### src/hdl/dpsc_pkg.sv
package dpsc_pkg;

  // Result action codes
  localparam logic [1:0] ACT_NONE    = 2'd0;
  localparam logic [1:0] ACT_COMPARE = 2'd1;
  localparam logic [1:0] ACT_RAMP    = 2'd2;
  localparam logic [1:0] ACT_STOP    = 2'd3;

  // Run decision kept across items
  localparam logic [1:0] MODE_UNDECIDED = 2'd0;
  localparam logic [1:0] MODE_RUN       = 2'd1;
  localparam logic [1:0] MODE_STOP      = 2'd2;

  // Configuration register indexes
  localparam logic CFG_MAX_SPEED = 1'b0;
  localparam logic CFG_MIN_SPEED = 1'b1;

  localparam logic [15:0] MAX_SPEED_RESET = 16'd4300;
  localparam logic [15:0] MIN_SPEED_RESET = 16'd1200;

  // Duty band upper limits
  localparam logic [7:0] DUTY_FULL_HI   = 8'd5;
  localparam logic [7:0] DUTY_LINEAR_HI = 8'd85;
  localparam logic [7:0] DUTY_MIN_HI    = 8'd91;
  localparam logic [7:0] DUTY_HYST_HI   = 8'd95;
  localparam logic [7:0] DUTY_STOP_HI   = 8'd100;

  // Reciprocals: x/80 = ((x>>4) * RECIP5) >> 22, x/6 = ((x>>1) * RECIP3) >> 19
  localparam logic [19:0] RECIP5       = 20'd838861;
  localparam int          RECIP5_SHIFT = 22;
  localparam logic [17:0] RECIP3       = 18'd174763;
  localparam int          RECIP3_SHIFT = 19;

  // Controller to datapath commands
  typedef struct packed {
    logic load_in;
    logic step_div80;
    logic step_div6;
    logic load_out;
  } cmd_t;

endpackage

### src/hdl/dpsc_in_if.sv
interface dpsc_in_if;
  logic               valid;
  logic               ready;
  logic [7:0]         duty_percent;
  logic [15:0]        compare_value;
  logic signed [15:0] speed_reference;

  modport source (output valid, duty_percent, compare_value, speed_reference, input ready);
  modport sink (input valid, duty_percent, compare_value, speed_reference, output ready);
endinterface

### src/hdl/dpsc_out_if.sv
interface dpsc_out_if;
  logic               valid;
  logic               ready;
  logic [1:0]         action;
  logic [15:0]        compare_out;
  logic signed [14:0] speed_command;
  logic [16:0]        ramp_time_ms;

  modport source (output valid, action, compare_out, speed_command, ramp_time_ms,
                  input ready);
  modport sink (input valid, action, compare_out, speed_command, ramp_time_ms,
                output ready);
endinterface

### src/hdl/dpsc_ctrl.sv
module dpsc_ctrl (
  input  logic               clk,
  input  logic               rst,
  input  logic               in_valid,
  output logic               in_ready,
  output logic               out_valid,
  input  logic               out_ready,
  output dpsc_pkg::cmd_t     cmd
);

  localparam logic [1:0] ST_IDLE  = 2'd0;
  localparam logic [1:0] ST_DIV80 = 2'd1;
  localparam logic [1:0] ST_DIV6  = 2'd2;
  localparam logic [1:0] ST_FIN   = 2'd3;

  logic [1:0] state;
  logic [1:0] state_next;
  logic       out_full;
  logic       out_free;

  assign in_ready  = (state == ST_IDLE);
  assign out_valid = out_full;
  assign out_free  = !out_full || out_ready;

  // Issue one command per state
  always_comb begin
    cmd            = '0;
    cmd.load_in    = (state == ST_IDLE) && in_valid;
    cmd.step_div80 = (state == ST_DIV80);
    cmd.step_div6  = (state == ST_DIV6);
    cmd.load_out   = (state == ST_FIN) && out_free;
  end

  // Advance through the division steps, hold in FIN while the result slot is taken
  always_comb begin
    state_next = state;
    case (state)
      ST_IDLE:  if (in_valid) state_next = ST_DIV80;
      ST_DIV80: state_next = ST_DIV6;
      ST_DIV6:  state_next = ST_FIN;
      ST_FIN:   if (out_free) state_next = ST_IDLE;
      default:  state_next = ST_IDLE;
    endcase
  end

  always_ff @(posedge clk) begin
    if (rst) begin
      state    <= ST_IDLE;
      out_full <= 1'b0;
    end else begin
      state <= state_next;
      if (cmd.load_out) out_full <= 1'b1;
      else if (out_ready) out_full <= 1'b0;
    end
  end

  a_accept_starts: assert property (@(posedge clk) disable iff (rst)
    cmd.load_in |=> state == ST_DIV80)
    else $error("accepted request did not start the divide sequence");

  a_no_overwrite: assert property (@(posedge clk) disable iff (rst)
    cmd.load_out |-> (!out_full || out_ready))
    else $error("result register overwritten before it was taken");

  a_full_from_load: assert property (@(posedge clk) disable iff (rst)
    $rose(out_full) |-> $past(cmd.load_out))
    else $error("result valid rose without a load");

endmodule

### src/hdl/dpsc_datapath.sv
module dpsc_datapath (
  input  logic               clk,
  input  logic               rst,
  input  dpsc_pkg::cmd_t     cmd,
  input  logic               cfg_we,
  input  logic               cfg_index,
  input  logic [15:0]        cfg_data,
  input  logic [7:0]         duty_percent,
  input  logic [15:0]        compare_value,
  input  logic signed [15:0] speed_reference,
  output logic [1:0]         action,
  output logic [15:0]        compare_out,
  output logic signed [14:0] speed_command,
  output logic [16:0]        ramp_time_ms
);

  // Configuration and persistent state
  logic [15:0] max_speed;
  logic [15:0] min_speed;
  logic [7:0]  last_duty;
  logic [1:0]  run_mode;

  // Per-request working registers
  logic [1:0]  act_r;
  logic [15:0] cmp_r;
  logic [15:0] ref_r;
  logic [15:0] base_r;
  logic        lin_r;
  logic        neg_r;
  logic [23:0] prod_r;
  logic [17:0] q_r;
  logic [14:0] cmd_r;

  // Decision signals for the incoming request
  logic        changed;
  logic [1:0]  act_next;
  logic [1:0]  run_mode_next;
  logic        base_min;
  logic        lin_next;
  logic [16:0] diff;
  logic [16:0] diff_mag;
  logic [23:0] prod_next;

  // Divide by 80 step
  logic [19:0] y80;
  logic [39:0] p80;

  // Divide by 6 step
  logic [19:0] q_signed;
  logic [19:0] v;
  logic [19:0] v_mag;
  logic [17:0] z6;
  logic [35:0] p6;
  logic [16:0] q6;
  logic [14:0] cmd_next;

  // Ramp time
  logic [16:0] d17;
  logic [16:0] d_mag;
  logic [18:0] x5;

  // Pick the band outcome
  always_comb begin
    changed       = (duty_percent != last_duty);
    act_next      = dpsc_pkg::ACT_COMPARE;
    run_mode_next = run_mode;
    base_min      = 1'b0;
    lin_next      = 1'b0;
    if (!changed) begin
      act_next = dpsc_pkg::ACT_NONE;
    end else if (duty_percent <= dpsc_pkg::DUTY_FULL_HI) begin
      run_mode_next = dpsc_pkg::MODE_RUN;
      act_next      = dpsc_pkg::ACT_RAMP;
    end else if (duty_percent <= dpsc_pkg::DUTY_LINEAR_HI) begin
      run_mode_next = dpsc_pkg::MODE_RUN;
      act_next      = dpsc_pkg::ACT_RAMP;
      lin_next      = 1'b1;
    end else if (duty_percent <= dpsc_pkg::DUTY_MIN_HI) begin
      run_mode_next = dpsc_pkg::MODE_RUN;
      act_next      = dpsc_pkg::ACT_RAMP;
      base_min      = 1'b1;
    end else if (duty_percent <= dpsc_pkg::DUTY_HYST_HI) begin
      // Hysteresis band: keep the earlier run or stop decision
      base_min = 1'b1;
      if (run_mode == dpsc_pkg::MODE_RUN) act_next = dpsc_pkg::ACT_RAMP;
      else if (run_mode == dpsc_pkg::MODE_STOP) act_next = dpsc_pkg::ACT_STOP;
    end else if (duty_percent <= dpsc_pkg::DUTY_STOP_HI) begin
      run_mode_next = dpsc_pkg::MODE_STOP;
      act_next      = dpsc_pkg::ACT_STOP;
    end
  end

  // Magnitude of (max - min) times duty
  always_comb begin
    diff      = {1'b0, max_speed} - {1'b0, min_speed};
    diff_mag  = diff[16] ? (17'd0 - diff) : diff;
    prod_next = diff_mag[15:0] * duty_percent;
  end

  // Truncating divide by 80 of the magnitude
  always_comb begin
    y80 = prod_r[23:4];
    p80 = y80 * dpsc_pkg::RECIP5;
  end

  // Apply sign, subtract from base, truncating divide by 6
  always_comb begin
    q_signed = neg_r ? (20'd0 - {2'b0, q_r}) : {2'b0, q_r};
    v        = {4'b0, base_r} - q_signed;
    v_mag    = v[19] ? (20'd0 - v) : v;
    z6       = v_mag[18:1];
    p6       = z6 * dpsc_pkg::RECIP3;
    q6       = p6[35:dpsc_pkg::RECIP3_SHIFT];
    cmd_next = v[19] ? (15'd0 - q6[14:0]) : q6[14:0];
  end

  // |command - reference| * 5 / 2
  always_comb begin
    d17   = {{2{cmd_r[14]}}, cmd_r} - {ref_r[15], ref_r};
    d_mag = d17[16] ? (17'd0 - d17) : d17;
    x5    = {2'b0, d_mag} + {d_mag, 2'b00};
  end

  // Control state and configuration
  always_ff @(posedge clk) begin
    if (rst) begin
      max_speed <= dpsc_pkg::MAX_SPEED_RESET;
      min_speed <= dpsc_pkg::MIN_SPEED_RESET;
      last_duty <= '0;
      run_mode  <= dpsc_pkg::MODE_UNDECIDED;
    end else begin
      if (cfg_we) begin
        case (cfg_index)
          dpsc_pkg::CFG_MAX_SPEED: max_speed <= cfg_data;
          dpsc_pkg::CFG_MIN_SPEED: min_speed <= cfg_data;
          default: ;
        endcase
      end
      if (cmd.load_in) begin
        last_duty <= duty_percent;
        run_mode  <= run_mode_next;
      end
    end
  end

  // Working and result registers
  always_ff @(posedge clk) begin
    if (cmd.load_in) begin
      act_r  <= act_next;
      cmp_r  <= compare_value;
      ref_r  <= speed_reference;
      base_r <= base_min ? min_speed : max_speed;
      lin_r  <= lin_next;
      neg_r  <= diff[16];
      prod_r <= prod_next;
    end
    if (cmd.step_div80) begin
      q_r <= lin_r ? p80[39:dpsc_pkg::RECIP5_SHIFT] : 18'd0;
    end
    if (cmd.step_div6) begin
      cmd_r <= cmd_next;
    end
    if (cmd.load_out) begin
      action        <= act_r;
      compare_out   <= (act_r == dpsc_pkg::ACT_NONE) ? 16'd0 : cmp_r;
      speed_command <= (act_r == dpsc_pkg::ACT_RAMP) ? cmd_r : 15'd0;
      ramp_time_ms  <= (act_r == dpsc_pkg::ACT_RAMP) ? x5[17:1] : 17'd0;
    end
  end

  a_run_mode_legal: assert property (@(posedge clk) disable iff (rst)
    run_mode != 2'd3)
    else $error("run mode took an unused code");

  a_unchanged_zero: assert property (@(posedge clk) disable iff (rst)
    cmd.load_out && act_r == dpsc_pkg::ACT_NONE |=>
      compare_out == 16'd0 && speed_command == 15'd0 && ramp_time_ms == 17'd0)
    else $error("unchanged duty produced nonzero result fields");

  a_same_duty_none: assert property (@(posedge clk) disable iff (rst)
    cmd.load_in && duty_percent == last_duty |=> act_r == dpsc_pkg::ACT_NONE)
    else $error("repeated duty did not yield no-change");

endmodule

### src/hdl/duty_to_pump_speed_command.sv
// Duty to pump speed command.
// Request channel (item): measured duty percent, timer compare value and the
// motor's signed speed reference. Result channel (result): action code,
// compare value to write, target speed command and ramp time in ms.
// Both channels use valid/ready; a request or result moves when both are high.
// The config port (cfg_we, cfg_index, cfg_data) writes max speed (index 0) or
// min speed (index 1); write it only while no request is in flight.
// Every request yields exactly one result. A request is taken in the idle
// state, then goes through the divide-by-80 and divide-by-6 reciprocal
// multiplier steps and a final step that forms the ramp time and loads the
// output register. A new request is taken only after the final step has
// loaded the output register and returned to idle.
// The result sits in an output register; if the receiver stalls, the next
// request still runs its divide steps and waits in the final step until the
// output register is taken.
// Reset (rst, synchronous) restores max 4300 and min 1200 rpm, clears the
// last duty to zero and the run decision to undecided, and empties the
// output register.
module duty_to_pump_speed_command (
  input  logic        clk,
  input  logic        rst,
  input  logic        cfg_we,
  input  logic        cfg_index,
  input  logic [15:0] cfg_data,
  dpsc_in_if.sink     item,
  dpsc_out_if.source  result
);

  dpsc_pkg::cmd_t cmd;

  dpsc_ctrl u_ctrl (
    .clk       (clk),
    .rst       (rst),
    .in_valid  (item.valid),
    .in_ready  (item.ready),
    .out_valid (result.valid),
    .out_ready (result.ready),
    .cmd       (cmd)
  );

  dpsc_datapath u_datapath (
    .clk             (clk),
    .rst             (rst),
    .cmd             (cmd),
    .cfg_we          (cfg_we),
    .cfg_index       (cfg_index),
    .cfg_data        (cfg_data),
    .duty_percent    (item.duty_percent),
    .compare_value   (item.compare_value),
    .speed_reference (item.speed_reference),
    .action          (result.action),
    .compare_out     (result.compare_out),
    .speed_command   (result.speed_command),
    .ramp_time_ms    (result.ramp_time_ms)
  );

endmodule

### src/flat_wrapper.sv
// flat-port wrapper written by rule: the top's interface ports become plain ports
module duty_to_pump_speed_command_flat 
  (clk, rst, cfg_we, cfg_index, cfg_data, item_valid, item_duty_percent, item_compare_value, item_speed_reference, item_ready, result_valid, result_action, result_compare_out, result_speed_command, result_ramp_time_ms, result_ready);
  dpsc_in_if item_i ();
  dpsc_out_if result_i ();
  input  logic clk;
  input  logic rst;
  input  logic cfg_we;
  input  logic cfg_index;
  input  logic [15:0] cfg_data;
  input wire logic [$bits(item_i.valid)-1:0] item_valid;
  input wire logic [$bits(item_i.duty_percent)-1:0] item_duty_percent;
  input wire logic [$bits(item_i.compare_value)-1:0] item_compare_value;
  input wire logic [$bits(item_i.speed_reference)-1:0] item_speed_reference;
  output wire logic [$bits(item_i.ready)-1:0] item_ready;
  output wire logic [$bits(result_i.valid)-1:0] result_valid;
  output wire logic [$bits(result_i.action)-1:0] result_action;
  output wire logic [$bits(result_i.compare_out)-1:0] result_compare_out;
  output wire logic [$bits(result_i.speed_command)-1:0] result_speed_command;
  output wire logic [$bits(result_i.ramp_time_ms)-1:0] result_ramp_time_ms;
  input wire logic [$bits(result_i.ready)-1:0] result_ready;
  assign item_i.valid = item_valid;
  assign item_i.duty_percent = item_duty_percent;
  assign item_i.compare_value = item_compare_value;
  assign item_i.speed_reference = item_speed_reference;
  assign item_ready = item_i.ready;
  assign result_valid = result_i.valid;
  assign result_action = result_i.action;
  assign result_compare_out = result_i.compare_out;
  assign result_speed_command = result_i.speed_command;
  assign result_ramp_time_ms = result_i.ramp_time_ms;
  assign result_i.ready = result_ready;
  duty_to_pump_speed_command u_core (.clk(clk), .rst(rst), .cfg_we(cfg_we), .cfg_index(cfg_index), .cfg_data(cfg_data), .item(item_i), .result(result_i));
endmodule
### config.mk
export PLATFORM = sky130hd
export DESIGN_NAME = duty_to_pump_speed_command_flat
export DESIGN_NICKNAME = d
export VERILOG_FILES = /design/src/hdl/dpsc_pkg.sv /design/src/hdl/dpsc_in_if.sv /design/src/hdl/dpsc_out_if.sv /design/src/hdl/dpsc_ctrl.sv /design/src/hdl/dpsc_datapath.sv /design/src/hdl/duty_to_pump_speed_command.sv /design/src/flat_wrapper.sv
export SDC_FILE = /design/constraint.sdc
export NUM_CORES = 2
export LEC_CHECK = 0
export ABC_AREA = 0
export BUFFER_PORTS_ARGS = -buffer_cell sky130_fd_sc_hd__buf_2
export CAP_MARGIN = 15
export CORE_UTILIZATION = 50
export DETAILED_ROUTE_END_ITERATION = 16
export PLACE_DENSITY = 0.69
export SYNTH_ARGS = -nofsm -noshare
export SYNTH_HDL_FRONTEND = slang
export SYNTH_SLANG_ARGS = --single-unit
### constraint.sdc
create_clock -name clk -period 9.09 [get_ports clk]
set_input_delay 1.818 -clock clk [delete_from_list [all_inputs] [get_ports clk]]
set_output_delay 1.818 -clock clk [all_outputs]
set_load 0.01 [all_outputs]
==> flow_metrics.py <==
metrics = {
    "outcome": {
        "status": "finished with violations",
        "violations": "negative setup slack",
    },
    "floorplanning": {
        "core.rowCount": 87,
        "die_width_um": 242,
        "dieArea_um2": 58400,
        "io_pins": 114,
        "start_util_pct": 50.8,
        "core_area_um2": 56600,
        "die_h_um": 242,
    },
    "cells_and_area": {
        "multi_input_area_um2": 21900,
        "syn_to_final_growth_pct": 17.7,
        "regArea_um2": 5560,
        "fill_cells": 4757,
        "utilization_pct": 59.7,
        "drive_gt1_share_pct": 18.1,
        "layout.nets": 4153,
        "post-route-cell-area_um2": 33800,
    },
    "global_routing": {
        "antenna_found_initial": 7,
        "grt_pass1_wl_um": 116000,
        "grt_max_degree": 67,
        "gr-total-overflow": 0,
        "grt.total_usage_pct": 24.9,
        "grt_pass1_vias": 23100,
    },
    "critical_path": {
        "cp-end-kind": "flip-flop",
        "cpMaxStageDelayCell": "fa_1",
        "crit_type": "reg2reg",
        "critPathMaxFanout": 5,
        "critPathArrivalTime_ps": 9520,
        "r2r_cells": 39,
        "path_common_cell": "fa_1",
        "cp.required_ps": 9310,
        "slowest_delay_ps": 560,
        "start_kind": "flip-flop",
    },
    "synthesis": {
        "ys_async_sr_fraction_pct": 0,
        "synth_ff_type": "edfxtp_1",
        "synth_common_cells": "inv_1, ha_1, fa_1",
        "syn-num-nets": 3822,
        "synth-edff-count": 155,
        "ys_seq_area_share_pct": 19.3,
        "synth_cell_types": 92,
        "yosysTopAreaCell": "fa_1",
        "yosys_warnings": 0,
        "synthesis.area_um2": 28700,
        "yosysMostFrequentCell": "inv_1",
        "synth_top_area_share_pct": 23.5,
        "syn_inst": 2962,
        "synth_area_leaders": "fa_1, ha_1, edfxtp_1, inv_1, xnor2_1",
        "avgSynthCellArea_um2": 9.70,
        "ys_seq_elements": 200,
    },
    "timing": {
        "slew_headroom_pct": 30.8,
        "fin_ws_ps": -206,
        "worst-slew-pin-transition_ps": 1030,
        "fin_crit_ps": 9300,
        "fin_crit_sh_pct": 102,
        "setup_violations": 6,
        "hold_violations": 0,
        "max_clock_freq_ghz": 0.108,
        "finalMaxSlewViolations": 0,
        "rsz0062_at_grt": "true",
        "skew_ps": 15.9,
    },
    "clock_network": {
        "cts_buffers": 17,
        "clockBufferDepth": 2,
        "cts.sinks": 200,
        "clk_pin_slew_ps": 70,
        "clockRootBuffer": "clkbuf_16",
        "cts_max_level": 4,
        "cts_tree": "done",
        "clk_latency_ps": 470,
    },
    "detailed_routing": {
        "drc": 0,
        "avgViaCountPerCell": 5.35,
        "first_pass_iters": 5,
        "totalWireLength_um": 71000,
        "wl_per_cell_um": 17.5,
        "via_count": 21700,
        "drt-initial-drc-count": 1196,
        "ant_nets": 0,
    },
    "placed_design": {
        "dp_hpwl_um": 59400,
        "placed_area_um2": 32100,
        "dp_slack_ps": -625,
        "place.gp.congestion": 0.947,
        "port_buffers": 113,
    },
    "job": {
        "maxCapViolCount": 0,
    },
    "worst_hold_path": {
        "worstHoldPathType": "reg2reg",
        "hold_depth": 2,
    },
}
## critical path, delay by kind of cell (launching register included)
family | cells | cell delay (ps)
AO/OA/AOI/OAI | 12 | 2630
XOR/XNOR | 4 | 580
adder cells (fa/ha/maj) | 9 | 3620
buffers and inverters | 5 | 430
flip-flops | 1 | 440
AND/OR/NAND/NOR | 9 | 1370
## sequential cells by signal (all words and copies together), names as in the netlist, 15 cells and up
signal                           cells
u_core.u_datapath.prod_r            20
u_core.u_datapath.base_r            16
u_core.u_datapath.ramp_time_ms      17
u_core.u_datapath.cmd_r             15
u_core.u_datapath.compare_out       16
u_core.u_datapath.speed_command     15
u_core.u_datapath.q_r               18
u_core.u_datapath.max_speed         16
u_core.u_datapath.cmp_r             16
u_core.u_datapath.min_speed         16
u_core.u_datapath.ref_r             16
## path summary, 6_finish.rpt
| kind | slack, ps | startpoint | endpoint |
|---|---|---|---|
| worst max-delay path | -210 | u_core.u_datapath.q_r[5] | u_core.u_datapath.cmd_r[14] |
| worst min-delay path | 480 | u_core.u_datapath.last_duty[7] | u_core.u_datapath.last_duty[7] |
| worst max register to register | -210 | u_core.u_datapath.q_r[5] | u_core.u_datapath.cmd_r[14] |
| worst min register to register | 480 | u_core.u_datapath.last_duty[7] | u_core.u_datapath.last_duty[7] |
## stage by stage
stage	std cells	setup TNS [ps]	hold slack (ps)
finish	4067	-794	477
global placement	3986	-2780	445
detailed placement	3986	-4800	467
global route	4063	-4710	493
floorplan	2962	-85.6	436
CTS	4052	-343	478
## area by class of cell
cell class	instances	area share [%]
Tap cell	756	2.80
Sequential cell	200	16.4
Multi-Input combinational cell	2104	64.8
Clock inverter	13	0.418
Inverter	607	6.74
Clock buffer	19	1.28
Timing Repair Buffer	363	7.49
Antenna cell	5	0.0370
## per-layer routing
metal | part of all wire, % | vias to the layer above | track usage (%)
li1 | - | 10400 | -
met1 | 42 | 10800 | 31.0
met2 | 50 | 427 | 43.6
met3 | 4.4 | 126 | 3.76
met4 | 3.1 | 4 | 8.79
met5 | 0.038 | - | 0
## timing repair
item,in CTS,in global routing
resized for setup,91,47
hold buffers,0,0
endpoints found under the hold margin,0,0
cloned,1,0
endpoints found under the setup margin,12,15
setup buffers,33,12
pin swaps,58,53
## cell usage in the layout, fill, tap and decap left out, types with 40 or more instances in the layout
cell	count
a21o_1	40
a21oi_1	120
and2_1	77
buf_2	113
buf_4	235
dfxtp_1	45
edfxtp_1	155
fa_1	334
ha_1	427
inv_1	598
nand2_1	227
nor2_1	105
nor2b_1	53
o21ai_0	53
xnor2_1	94
xor2_1	51
## cell families after synthesis
group / share of synthesized area, %
adder cells (fa/ha/maj): 43.6
buffers and inverters: 8.62
AND/OR/NAND/NOR: 11.6
multiplexers: 1.21
XOR/XNOR: 5.38
flip-flops: 19.3
AO/OA/AOI/OAI: 10.3
Power is not shown: default switching activity piles up to over one toggle a cycle in this logic, so the estimate is an artifact.
